[config.mk]
export PLATFORM = sky130hd
export DESIGN_NAME = db_number_to_decimal_text_unit
export DESIGN_NICKNAME = d
export VERILOG_FILES = /design/src/hw/rtl/db2t_pkg.sv /design/src/hw/rtl/db2t_decode.sv /design/src/hw/rtl/db_number_to_decimal_text_unit.sv
export SDC_FILE = /design/constraint.sdc
export NUM_CORES = 1
export LEC_CHECK = 0
export BUFFER_PORTS_ARGS = -buffer_cell sky130_fd_sc_hd__buf_2
export CAP_MARGIN = 10
export CORE_ASPECT_RATIO = 1.25
export CORE_MARGIN = 2
export CORE_UTILIZATION = 55
export CTS_CLUSTER_DIAMETER = 150
export CTS_CLUSTER_SIZE = 24
export DETAILED_ROUTE_END_ITERATION = 16
export MAX_ROUTING_LAYER = met4
export PLACE_DENSITY = 0.8
export RECOVER_POWER = 50
export SYNTH_ARGS = -nofsm -noshare
export SYNTH_HDL_FRONTEND = slang
export SYNTH_HIERARCHICAL = 1
export SYNTH_SLANG_ARGS = --single-unit
[constraint.sdc]
create_clock -name clk -period 8.7 [get_ports clk]
set_input_delay 1.74 -clock clk [delete_from_list [all_inputs] [get_ports clk]]
set_output_delay 1.74 -clock clk [all_outputs]
set_load 0.1 [all_outputs]
[src/hw/rtl/db2t_pkg.sv]
package db2t_pkg;

  // Token codes as they appear on the result channel.
  typedef enum logic [2:0] {
    KIND_MINUS = 3'd0,
    KIND_POINT = 3'd1,
    KIND_PAIR  = 3'd2,
    KIND_ZEROS = 3'd3,
    KIND_ZERO  = 3'd4
  } token_kind_t;

  // Width of the digit position counter; covers the largest allowed number length.
  localparam int POS_W = 5;

  // One input byte never gives more than three tokens.
  localparam int MAX_TOKENS = 3;

  // Excess codes of the exponent and digit bytes.
  localparam logic [7:0] EXP_ZERO       = 8'd128;
  localparam logic [7:0] POS_EXP_BIAS   = 8'd192;
  localparam logic [7:0] NEG_EXP_BIAS   = 8'd63;
  localparam logic [7:0] NEG_DIGIT_BIAS = 8'd101;
  localparam logic [7:0] POS_DIGIT_MAX  = 8'd100;
  localparam logic [7:0] NEG_DIGIT_MIN  = 8'd2;
  localparam logic [6:0] PAIR_MAX       = 7'd99;

  typedef struct packed {
    token_kind_t kind;
    logic [6:0]  pair;
    logic [6:0]  zeros;
  } token_t;

  // All tokens caused by one byte, in emission order from index 0.
  typedef struct packed {
    token_t [MAX_TOKENS-1:0] tok;
    logic [1:0]              count;
  } bundle_t;

  // Running state of the number being converted.
  typedef struct packed {
    logic             awaiting;
    logic             negative;
    logic [7:0]       int_pairs;
    logic [POS_W-1:0] position;
    logic             point_done;
  } num_state_t;

  localparam num_state_t STATE_RESET = '{
    awaiting:   1'b1,
    negative:   1'b0,
    int_pairs:  8'd0,
    position:   '0,
    point_done: 1'b0
  };

endpackage

[src/hw/rtl/db2t_decode.sv]
module db2t_decode #(
  parameter int MAX_NUMBER_BYTES = 22
) (
  input  db2t_pkg::num_state_t cur,
  input  logic [7:0]           code_byte,
  input  logic                 final_byte,
  output db2t_pkg::bundle_t    bundle,
  output db2t_pkg::num_state_t nxt
);
  import db2t_pkg::*;

  localparam logic [POS_W-1:0] MAX_POS = POS_W'(MAX_NUMBER_BYTES);
  localparam logic [POS_W-1:0] FIRST_POS = POS_W'(1);
  localparam int NCAND = 6;

  logic signed [8:0] ib;
  logic signed [8:0] pos_s;
  logic signed [8:0] mag;
  logic signed [8:0] exp_pos;
  logic signed [8:0] exp_neg;
  logic signed [8:0] lead_cnt;
  logic signed [8:0] trail_cnt;
  logic              live;
  logic              point_cond;
  logic              f_zero, f_minus, f_point, f_lead, f_pair, f_trail;
  logic [6:0]        pair_val;
  logic [6:0]        pos_pair;
  logic [6:0]        neg_pair;
  token_t [NCAND-1:0] cand;
  logic [NCAND-1:0]   cand_on;
  logic [1:0]         n;

  // Signed views of the stored state and the incoming exponent.
  assign ib      = signed'({cur.int_pairs[7], cur.int_pairs});
  assign pos_s   = signed'({{(9-POS_W){1'b0}}, cur.position});
  assign mag     = (ib < 0) ? -ib : ib;
  assign exp_pos = signed'({1'b0, code_byte}) - signed'({1'b0, POS_EXP_BIAS});
  assign exp_neg = signed'({1'b0, NEG_EXP_BIAS}) - signed'({1'b0, code_byte});
  assign live       = cur.position < MAX_POS;
  assign point_cond = !cur.point_done && (pos_s > ib);

  // Digit values, clamped where the byte lies outside the legal range.
  assign pos_pair = (code_byte == 8'd0) ? 7'd0 :
                    (code_byte > POS_DIGIT_MAX) ? PAIR_MAX : 7'(code_byte - 8'd1);
  assign neg_pair = (code_byte < NEG_DIGIT_MIN) ? PAIR_MAX :
                    (code_byte > NEG_DIGIT_BIAS) ? 7'd0 : 7'(NEG_DIGIT_BIAS - code_byte);

  // Decide which tokens this byte causes and the state it leaves behind.
  always_comb begin
    nxt       = cur;
    f_zero    = 1'b0;
    f_minus   = 1'b0;
    f_point   = 1'b0;
    f_lead    = 1'b0;
    f_pair    = 1'b0;
    f_trail   = 1'b0;
    lead_cnt  = '0;
    trail_cnt = '0;
    pair_val  = '0;
    if (cur.awaiting) begin
      nxt.point_done = 1'b0;
      nxt.position   = FIRST_POS;
      if (final_byte) begin
        f_zero        = 1'b1;
        nxt.negative  = 1'b0;
        nxt.int_pairs = 8'd0;
      end else if (code_byte == EXP_ZERO) begin
        // Zero with trailing bytes: the rest of the number is swallowed.
        f_zero         = 1'b1;
        nxt.negative   = 1'b0;
        nxt.int_pairs  = 8'd0;
        nxt.point_done = 1'b1;
        nxt.position   = MAX_POS;
        nxt.awaiting   = 1'b0;
      end else if (code_byte > EXP_ZERO) begin
        nxt.negative  = 1'b0;
        nxt.int_pairs = exp_pos[7:0];
        nxt.awaiting  = 1'b0;
        if (exp_pos < 0) begin
          f_point        = 1'b1;
          f_lead         = 1'b1;
          lead_cnt       = -exp_pos;
          nxt.point_done = 1'b1;
        end
      end else begin
        f_minus       = 1'b1;
        nxt.negative  = 1'b1;
        nxt.int_pairs = exp_neg[7:0];
        nxt.awaiting  = 1'b0;
      end
    end else begin
      if (!cur.negative) begin
        if (live) begin
          f_pair   = 1'b1;
          pair_val = pos_pair;
          if (point_cond) begin
            f_point        = 1'b1;
            nxt.point_done = 1'b1;
          end
        end
        if (final_byte) begin
          trail_cnt = ib - pos_s;
          f_trail   = trail_cnt > 0;
        end
      end else if (!final_byte) begin
        if (live) begin
          f_pair   = 1'b1;
          pair_val = neg_pair;
          if (point_cond) begin
            f_point        = 1'b1;
            nxt.point_done = 1'b1;
            if (ib <= 0) begin
              lead_cnt = mag;
              f_lead   = mag > 0;
            end
          end
        end
      end else if (pos_s <= mag) begin
        // Negative terminator: pad the remaining integer positions.
        if (point_cond) begin
          f_point        = 1'b1;
          nxt.point_done = 1'b1;
          if (ib <= 0) begin
            lead_cnt = mag;
            f_lead   = mag > 0;
          end
        end
        trail_cnt = mag - pos_s + 9'sd1;
        f_trail   = 1'b1;
      end
      if (live) begin
        nxt.position = cur.position + FIRST_POS;
      end
      if (final_byte) begin
        nxt.awaiting = 1'b1;
      end
    end
  end

  // Candidate tokens in the order they are emitted.
  always_comb begin
    cand[0] = '{kind: KIND_ZERO,  pair: 7'd0,    zeros: 7'd0};
    cand[1] = '{kind: KIND_MINUS, pair: 7'd0,    zeros: 7'd0};
    cand[2] = '{kind: KIND_POINT, pair: 7'd0,    zeros: 7'd0};
    cand[3] = '{kind: KIND_ZEROS, pair: 7'd0,    zeros: lead_cnt[6:0]};
    cand[4] = '{kind: KIND_PAIR,  pair: pair_val, zeros: 7'd0};
    cand[5] = '{kind: KIND_ZEROS, pair: 7'd0,    zeros: trail_cnt[6:0]};
    cand_on = {f_trail, f_pair, f_lead, f_point, f_minus, f_zero};
  end

  // Pack the active candidates into consecutive slots.
  always_comb begin
    bundle = '0;
    n      = 2'd0;
    for (int i = 0; i < NCAND; i++) begin
      if (cand_on[i] && (n < 2'(MAX_TOKENS))) begin
        bundle.tok[n] = cand[i];
        n             = n + 2'd1;
      end
    end
    bundle.count = n;
  end

endmodule

[src/hw/rtl/db_number_to_decimal_text_unit.sv]
// Converts a packed base-100 decimal number, fed one byte per word with the exponent byte
// first, into a stream of text tokens: minus, decimal point, two-digit pairs, runs of "00"
// pairs and a lone zero. Each byte is registered on entry and decoded combinationally into a
// group of up to three tokens, which is queued in a two-group buffer; the result channel
// then delivers one token per cycle while out_stall is low, so the sustained byte rate is set
// by the token count per byte on the single-token output port. Digit bytes past
// MAX_NUMBER_BYTES - 1 digit positions are dropped. An accepted byte reaches the result
// channel through the input register and then the token group buffer.
module db_number_to_decimal_text_unit #(
  parameter int MAX_NUMBER_BYTES = 22
) (
  input  logic       clk,
  input  logic       rst,
  input  logic       in_valid,
  output logic       in_stall,
  input  logic [7:0] code_byte,
  input  logic       final_byte,
  output logic       out_valid,
  input  logic       out_stall,
  output logic [2:0] token_kind,
  output logic [6:0] pair_value,
  output logic [6:0] zero_pairs,
  output logic       run_end
);
  import db2t_pkg::*;

  localparam int FIFO_DEPTH = 2;

  logic       in_reg_valid;
  logic [7:0] in_reg_byte;
  logic       in_reg_final;
  num_state_t num_state;
  num_state_t num_state_next;
  bundle_t    dec_bundle;

  bundle_t    fifo [FIFO_DEPTH];
  logic       wr_ptr;
  logic       rd_ptr;
  logic [1:0] fifo_count;
  logic [1:0] tok_idx;

  logic       in_accept;
  logic       consume;
  logic       push;
  logic       pop;
  logic       out_accept;
  logic       last_tok;
  bundle_t    head;
  token_t     head_tok;

  // Decode of the registered byte against the running number state.
  db2t_decode #(
    .MAX_NUMBER_BYTES(MAX_NUMBER_BYTES)
  ) u_decode (
    .cur       (num_state),
    .code_byte (in_reg_byte),
    .final_byte(in_reg_final),
    .bundle    (dec_bundle),
    .nxt       (num_state_next)
  );

  // Handshake control: a byte moves on once its token group has room in the buffer.
  assign head       = fifo[rd_ptr];
  assign head_tok   = head.tok[tok_idx];
  assign last_tok   = tok_idx == (head.count - 2'd1);
  assign out_valid  = fifo_count != 2'd0;
  assign out_accept = out_valid && !out_stall;
  assign pop        = out_accept && last_tok;
  assign consume    = in_reg_valid && ((fifo_count != 2'(FIFO_DEPTH)) || pop);
  assign push       = consume && (dec_bundle.count != 2'd0);
  assign in_stall   = in_reg_valid && !consume;
  assign in_accept  = in_valid && !in_stall;

  // Input register.
  always_ff @(posedge clk) begin
    if (rst) begin
      in_reg_valid <= 1'b0;
    end else if (in_accept) begin
      in_reg_valid <= 1'b1;
    end else if (consume) begin
      in_reg_valid <= 1'b0;
    end
  end

  always_ff @(posedge clk) begin
    if (in_accept) begin
      in_reg_byte  <= code_byte;
      in_reg_final <= final_byte;
    end
  end

  // Number state advances once per decoded byte.
  always_ff @(posedge clk) begin
    if (rst) begin
      num_state <= STATE_RESET;
    end else if (consume) begin
      num_state <= num_state_next;
    end
  end

  // Token group buffer storage.
  always_ff @(posedge clk) begin
    if (push) begin
      fifo[wr_ptr] <= dec_bundle;
    end
  end

  // Buffer pointers, fill count and the token index within the head group.
  always_ff @(posedge clk) begin
    if (rst) begin
      wr_ptr     <= 1'b0;
      rd_ptr     <= 1'b0;
      fifo_count <= 2'd0;
      tok_idx    <= 2'd0;
    end else begin
      if (push) begin
        wr_ptr <= !wr_ptr;
      end
      if (pop) begin
        rd_ptr  <= !rd_ptr;
        tok_idx <= 2'd0;
      end else if (out_accept) begin
        tok_idx <= tok_idx + 2'd1;
      end
      fifo_count <= fifo_count + {1'b0, push} - {1'b0, pop};
    end
  end

  // Result word fields.
  assign token_kind = head_tok.kind;
  assign pair_value = head_tok.pair;
  assign zero_pairs = head_tok.zeros;
  assign run_end    = last_tok;

endmodule

==> results of run 1 <==
## power groups by stage
stage	sequential (uW)	combinational, uW	clock [uW]
finish	811	603	676
global route	817	646	717
CTS	812	606	687
detailed placement	826	603	0
global placement	822	593	0
floorplan	805	501	0
## cell type report
| type | instances | area (um2) |
|---|---|---|
| Clock buffer | 18 | 429.2 |
| Clock inverter | 14 | 125.1 |
| Fill cell | 1210 | 5729 |
| Inverter | 60 | 225.2 |
| Multi-Input combinational cell | 528 | 4058 |
| Sequential cell | 139 | 3935 |
| Tap cell | 182 | 227.7 |
| Timing Repair Buffer | 43 | 222.7 |
## cells in the mapped netlist (all sizes together), types with 5 or more instances
cell / number
dfxtp: 24
a21o: 5
inv: 60
ha: 49
nor3: 14
nand2b: 36
or2: 5
nand3: 12
edfxtp: 115
o32ai: 6
o21a: 9
o21ai: 34
nand2: 39
and3: 6
xor2: 17
a21oi: 31
nor2b: 12
mux4: 17
o22ai: 39
clkbuf: 25
xnor2: 22
nand4: 5
nor2: 54
mux2i: 41
buf: 13
## layer usage
metal  up-vias  GRT usage  wire length, um
met2       193     0.4049             9376
met5         -          -                0
li1       2856          -                -
met1      2909     0.2882             7563
met3        45    0.05792             1115
met4         0     0.1085              743
## flip-flops by register name (all words and copies together), names as in the netlist, named ones only
register and count:
fifo 106, fifo_count 2, in_reg_byte 8, in_reg_final 1, in_reg_valid 1, num_state 16, rd_ptr 1, tok_idx 2
wr_ptr 1
## cells by family after synthesis
family,after synthesis,share of synthesized area
buf+inv,98,0.04916
fa+ha+maj,51,0.07776
compound gates,167,0.1318
mux,59,0.09668
other cells,1,0.0004465
simple gates,209,0.1314
flops,139,0.4683
xor+xnor,40,0.04439
## layout by cell type, fill, tap and decap left out, types with 4 or more instances in the layout
cell type,count
a211oi_1,4
a21o_1,5
a21oi_1,30
buf_2,12
buf_4,8
clkbuf_1,23
clkbuf_16,17
clkinvlp_4,4
dfxtp_1,23
edfxtp_1,115
ha_1,49
inv_1,60
inv_6,5
mux2i_1,40
mux4_2,17
nand2_1,39
nand2b_1,36
nand3_1,11
nand4_1,5
nor2_1,54
nor2b_1,12
nor3_1,14
nor3b_1,4
nor4_1,4
o21a_1,9
o21ai_0,34
o22ai_1,39
o32ai_1,6
xnor2_1,22
xor2_1,16
## timing repair
action,in CTS,in global routing
gates resized for setup,0,3
setup buffers,0,1
endpoints found under the setup margin,0,93
## final timing paths
kind	start	end	slack (ns)
min reg2reg	num_state[0]	num_state[0]	0.50
min	num_state[0]	num_state[0]	0.50
max	num_state[7]	fifo[0][10]	0.75
max reg2reg	num_state[7]	fifo[0][10]	0.75
## critical path, delay by kind of cell (launching register included)
family	cells	cell delay, ns
adder cells (fa/ha/maj)	6	1.93
buffers and inverters	5	1.08
flip-flops	1	0.46
AND/OR/NAND/NOR	9	1.54
XOR/XNOR	4	0.96
AO/OA/AOI/OAI	5	1.52
## metrics by stage
| step | area, um2 | total power [uW] |
|---|---|---|
| 5_1_grt | 9223 | 2179 |
| 6_report | 9223 | 2090 |
| 2_1_floorplan | 8403 | 1306 |
| 3_3_place_gp | 8698 | 1415 |
| 3_5_place_dp | 8698 | 1429 |
| 4_1_cts | 9253 | 2106 |
==> metrics.log, run 1 <==
[metrics] number of sinks driven by the clock tree: 139
[metrics] Synth Cell Area: 0.008399 mm2
[metrics] status: complete, but fails checks
[metrics] post-route ant nets: 0
[metrics] initial core utilization: 0.5618
[metrics] number of register bits inferred by synthesis: 139
[metrics] core area: 0.01495 mm2
[metrics] kind of end point of the critical path: flip-flop
[metrics] kind of critical path: reg -> reg
[metrics] count of antenna diodes in the layout: 0
[metrics] hold slack: 0.5025 ns
[metrics] final setup TNS: 0 ns
[metrics] slowest stage cell, crit path: fa_2
[metrics] via count of the routed design: 6003
[metrics] hold violation count in the final report: 0
[metrics] net load switching power: 769.1 uW
[metrics] height of the die: 142.2 um
[metrics] required time at the worst-slack endpoint: 8.74 ns
[metrics] htree depth: 4
[metrics] least setup slack across all paths after layout: 0.7521 ns
[metrics] largest incremental delay on the critical path: 0.69 ns
[metrics] worst ir drop on vdd: 0.0001034 V
[metrics] number of port buffers: 32
[metrics] Worst Path Arrival: 7.99 ns
[metrics] initial antenna violation count: 0
[metrics] detailed-route vias per instance: 6.101
[metrics] half-perimeter wire length after placement: 13390 um
[metrics] number of enable-type register cells in the synthesized netlist: 115
[metrics] power share of the clock group: 0.323
[metrics] clock transition at the registers of the reported paths: 0.07 ns
[metrics] pre-CTS WS: 0.5064 ns
[metrics] Site Rows: 50
[metrics] DRC viols: 0
[metrics] Total GRT Usage: 0.2464
[metrics] final weighted congestion of routability-driven global placement: 0.9576
[metrics] number of hold-repair buffers added at the cts stage: 0
[metrics] share of the clock period used by the worst path after layout: 0.9136
[metrics] layout cells sized above 1: 0.1110
[metrics] final core area utilization: 0.6168
[metrics] number of pins exceeding their max-slew limit in the final report: 37
[metrics] clk root buf: clkbuf_16
[metrics] worst-case reg-to-reg path depth: 29
[metrics] top-area cell type share of the netlist area: 0.4111
[metrics] Non-Filler Instances: 984
[metrics] Async S/R FF share, synth: 0
[metrics] warning count from the yosys run: 6
[metrics] portion of total power attributed to sequential cells: 0.388
[metrics] Top FF cell, synth: edfxtp_1
[metrics] area leader, netlist: edfxtp_1
[metrics] number of violations of the max-capacitance limit: 1
[metrics] largest net degree at the start of global routing: 54
[metrics] launching element type of the critical path: flip-flop
[metrics] worst-case clock skew: 0.01179 ns
[metrics] PD cells: 226.6 mW/mm2
[metrics] Net count, final: 853
[metrics] fin crit period: 7.948 ns
[metrics] internal power consumption: 1321 uW
[metrics] setup repair after global routing missed its margin: false
[metrics] number of global-route vias before repair: 5971
[metrics] leading post-synthesis cells by cell area: edfxtp_1 (41%), ha_1 (7.3%), dfxtp_1 (5.7%), mux2i_1 (4.6%), mux4_2 (4.6%)
[metrics] count of distinct cell types in the synthesized netlist: 77
[metrics] cell occurring most often along the worst timing path: ha_1
[metrics] count of boundary I/O pins: 33
[metrics] DRT iter0 DRCs: 683
[metrics] relative max-transition margin: -0.9207
[metrics] Setup violations, final: 0
[metrics] largest fanout on the critical path: 53
[metrics] signed area change from the synthesized netlist to the final layout: 9.802%
[metrics] synthesized instance count: 764
[metrics] drt pass-1 iters: 6
[metrics] kind of path behind the tightest hold check: reg -> reg
[metrics] placed cell count: 951
[metrics] CTS tree: done
[metrics] total gr overflow: 0
[metrics] leakage power of the design: 0.003382 uW
[metrics] Routed wire per std cell: 19.10 um
[metrics] average instance area after synthesis: 10.99 um2
[metrics] violations in the final reports: max-capacitance violations, max-slew violations
[metrics] maximum achievable frequency: 0.1258 GHz
[metrics] clock buffers created by TritonCTS: 17
[metrics] measured slew at the worst slew-check pin: 2.881 ns
[metrics] total detailed-routing wirelength: 18800 um
[metrics] Seq/Total Area, Yosys: 0.4683
[metrics] area enclosed by the die boundary: 0.01628 mm2
[metrics] wire length of the first global-routing pass: 30190 um
[metrics] combinational share of power: 0.289
[metrics] clock insertion delay at the later pin of the skew report: 0.42 ns
[metrics] Cells on Worst Hold Path: 2
[metrics] number of buffers on the longest clock path: 2
[metrics] die span in x: 114.5 um
[metrics] switching share of power: 0.3680
(Power assumes the default switching activity.)
==> inputs of run 2 (changes only) <==
- PLACE_DENSITY: 0.8 -> 0.77
- clock period: 8.7 -> 8.2 ns (I/O delays scaled with it)
==> metrics.log, run 2 (synthesis results as in run 1) <==
[metrics] status: complete, but fails checks
[metrics] violations in the final reports: max-capacitance violations, max-slew violations
[metrics] combinational share of power: 0.293 (+0.004)
[metrics] via count of the routed design: 5995 (-0.13%)
[metrics] Worst Path Arrival: 7.91 ns (-0.08 ns)
[metrics] net load switching power: 795.3 uW (+3.4%)
[metrics] largest registers: fifo: 106 flops, num_state: 16 flops, in_reg_byte: 8 flops
[metrics] kind of end point of the critical path: flip-flop
[metrics] largest fanout on the critical path: 13 (-75%)
[metrics] most common cell after layout, fill and taps aside: edfxtp_1
[metrics] DRT iter0 DRCs: 643 (-5.9%)
[metrics] startpoint of the most critical register-to-register path: num_state[6]
[metrics] worst-case clock skew: 0.01125 ns (-0.0005454 ns)
[metrics] number of global-route vias before repair: 5933 (-0.64%)
[metrics] clock buffers created by TritonCTS: 17 (unchanged)
[metrics] number of hold-repair buffers added at the cts stage: 0 (unchanged)
[metrics] kind of path behind the tightest hold check: reg -> reg
[metrics] count of boundary I/O pins: 33 (unchanged)
[metrics] setup repair after global routing missed its margin: false
[metrics] initial core utilization: 0.5618 (unchanged)
[metrics] post-route ant nets: 0 (unchanged)
[metrics] final core area utilization: 0.6207 (+0.003849)
[metrics] number of pins exceeding their max-slew limit in the final report: 37 (unchanged)
[metrics] die span in x: 114.5 um (unchanged)
[metrics] share of the clock period used by the worst path after layout: 0.9308 (+0.01724)
[metrics] PD cells: 239.2 mW/mm2 (+5.6%)
[metrics] flop2flop setup slack: 0.57 ns (-0.18 ns)
[metrics] cell occurring most often along the worst timing path: ha_1
[metrics] slowest stage cell, crit path: fa_2
[metrics] leakage power of the design: 0.003405 uW (+0.68%)
[metrics] fin crit period: 7.633 ns (-0.3154 ns)
[metrics] max FFs per register: 106 (unchanged)
[metrics] termination of the worst setup path: fifo_count[1]
[metrics] Critical Path Source: num_state[6]
[metrics] final weighted congestion of routability-driven global placement: 0.9747 (+1.8%)
[metrics] total gr overflow: 0 (unchanged)
[metrics] required time at the worst-slack endpoint: 8.48 ns (-0.26 ns)
[metrics] worst ir drop on vdd: 0.0001122 V (+8.4%)
[metrics] number of buffers on the longest clock path: 2 (unchanged)
[metrics] wire length of the first global-routing pass: 30820 um (+2.1%)
[metrics] Routed wire per std cell: 19.27 um (+0.89%)
[metrics] power share of the clock group: 0.320 (-0.003)
[metrics] CTS tree: done
[metrics] kind of critical path: reg -> reg
[metrics] number of violations of the max-capacitance limit: 1 (unchanged)
[metrics] count of antenna diodes in the layout: 0 (unchanged)
[metrics] sum of buffers and inverters on the critical path: 4 (-1)
[metrics] switching share of power: 0.3583 (-0.009710)
[metrics] final setup TNS: 0 ns (unchanged)
[metrics] number of sinks driven by the clock tree: 139 (unchanged)
[metrics] worst-case reg-to-reg path depth: 32 (+10%)
[metrics] Most flops, register: fifo
[metrics] Site Rows: 50 (unchanged)
[metrics] htree depth: 4 (unchanged)
[metrics] category of cells accounting for the largest share of critical-path delay: adder cells
[metrics] total detailed-routing wirelength: 19080 um (+1.5%)
[metrics] number of port buffers: 32 (unchanged)
[metrics] detailed-route vias per instance: 6.056 (-0.74%)
[metrics] finished layout cell area: 0.009280 mm2 (+0.62%)
[metrics] Total GRT Usage: 0.2530 (+0.006660)
[metrics] core area: 0.01495 mm2 (unchanged)
[metrics] post-place instance area: 0.008741 mm2 (+0.49%)
[metrics] hold violation count in the final report: 0 (unchanged)
[metrics] half-perimeter wire length after placement: 13520 um (+0.90%)
[metrics] area enclosed by the die boundary: 0.01628 mm2 (unchanged)
[metrics] commonest cells after routing, fill and taps aside: edfxtp_1 (115), inv_1 (60), nor2_1 (53)
[metrics] terminus of the critical flop-to-flop path: fifo_count[1]
[metrics] signed area change from the synthesized netlist to the final layout: 10.49%
[metrics] measured slew at the worst slew-check pin: 2.858 ns (-0.02317 ns)
[metrics] initial antenna violation count: 0 (unchanged)
[metrics] height of the die: 142.2 um (unchanged)
[metrics] pre-CTS WS: 0.2384 ns (-0.2680 ns)
[metrics] maximum achievable frequency: 0.1310 GHz (+4.1%)
[metrics] layout cells sized above 1: 0.1163 (+0.005364)
[metrics] largest net degree at the start of global routing: 54 (unchanged)
[metrics] clock transition at the registers of the reported paths: 0.06 ns (about the same)
[metrics] internal power consumption: 1424 uW (+7.8%)
[metrics] DRC viols: 0 (unchanged)
[metrics] Setup violations, final: 0 (unchanged)
[metrics] drt pass-1 iters: 5 (-1)
[metrics] Net count, final: 859 (+0.70%)
[metrics] clock insertion delay at the later pin of the skew report: 0.42 ns (about the same)
[metrics] launching element type of the critical path: flip-flop
[metrics] least setup slack across all paths after layout: 0.5675 ns (-0.1846 ns)
[metrics] fill cell instance count of the final layout: 1194 (-1.3%)
[metrics] portion of total power attributed to sequential cells: 0.387 (about the same)
[metrics] CP Depth: 32 (+10%)
[metrics] clk root buf: clkbuf_16
[metrics] relative max-transition margin: -0.9052 (+0.01545)
[metrics] largest incremental delay on the critical path: 0.67 ns (-0.02 ns)
## run 2: layer usage
| layer | up-vias | wire (um) | GRT usage |
|---|---|---|---|
| met5 | - | 0 | - |
| met2 | 186 | 9787 | 0.4239 |
| met3 | 34 | 974 | 0.05068 |
| li1 | 2874 | - | - |
| met4 | 0 | 414 | 0.09499 |
| met1 | 2901 | 7904 | 0.3018 |
## run 2: worst min-delay path by stage
stage / start / endpoint / cells past startpoint
6_report: num_state[5] / num_state[5] / 2
2_1_floorplan: num_state[14] / num_state[14] / 2
4_1_cts: num_state[5] / num_state[5] / 2
3_3_place_gp: num_state[5] / num_state[5] / 2
3_5_place_dp: rd_ptr / flip-flop / 2
5_1_grt: rd_ptr / flip-flop / 2
## run 2: layout make-up
type / count / area, um2 / share of cell area
well taps: 182 / 227.7 / 0.02454
multi-input cells: 528 / 4068 / 0.4383
inverters: 60 / 225.2 / 0.02427
clock buffers: 18 / 429.2 / 0.04625
repair buffers: 49 / 276.5 / 0.02980
flip-flops and latches: 139 / 3934 / 0.4239
clock inverters: 14 / 120.1 / 0.01294
## run 2: power by group through the flow
stage / clock (uW) / combinational, uW / sequential [uW]
6_report: 711 / 650 / 859
3_5_place_dp: 0 / 647 / 874
4_1_cts: 723 / 651 / 860
5_1_grt: 748 / 697 / 865
2_1_floorplan: 0 / 532 / 853
3_3_place_gp: 0 / 636 / 869
## run 2: worst reg2reg max path, delay by kind of cell (launching register included)
family                   cells  cell delay [ns]
AO/OA/AOI/OAI                5             1.40
AND/OR/NAND/NOR              9             1.45
adder cells (fa/ha/maj)      8             2.50
buffers and inverters        4             0.52
XOR/XNOR                     6             1.23
flip-flops                   1             0.40
## run 2: through the flow
step                      cells  hold WS, ns  power, uW
after global routing        990       0.5208       2310
final                       990       0.4960       2220
after floorplan             765       0.4475       1385
after detailed placement    955       0.4884       1521
after CTS                   987       0.4979       2234
after global placement      955       0.4796       1506
## run 2: what timing repair did
item                       in CTS  in global routing
hold endpoints to repair        0                  0
buffers inserted                0                  3
resized for setup               0                  7
setup endpoints to repair       0                109
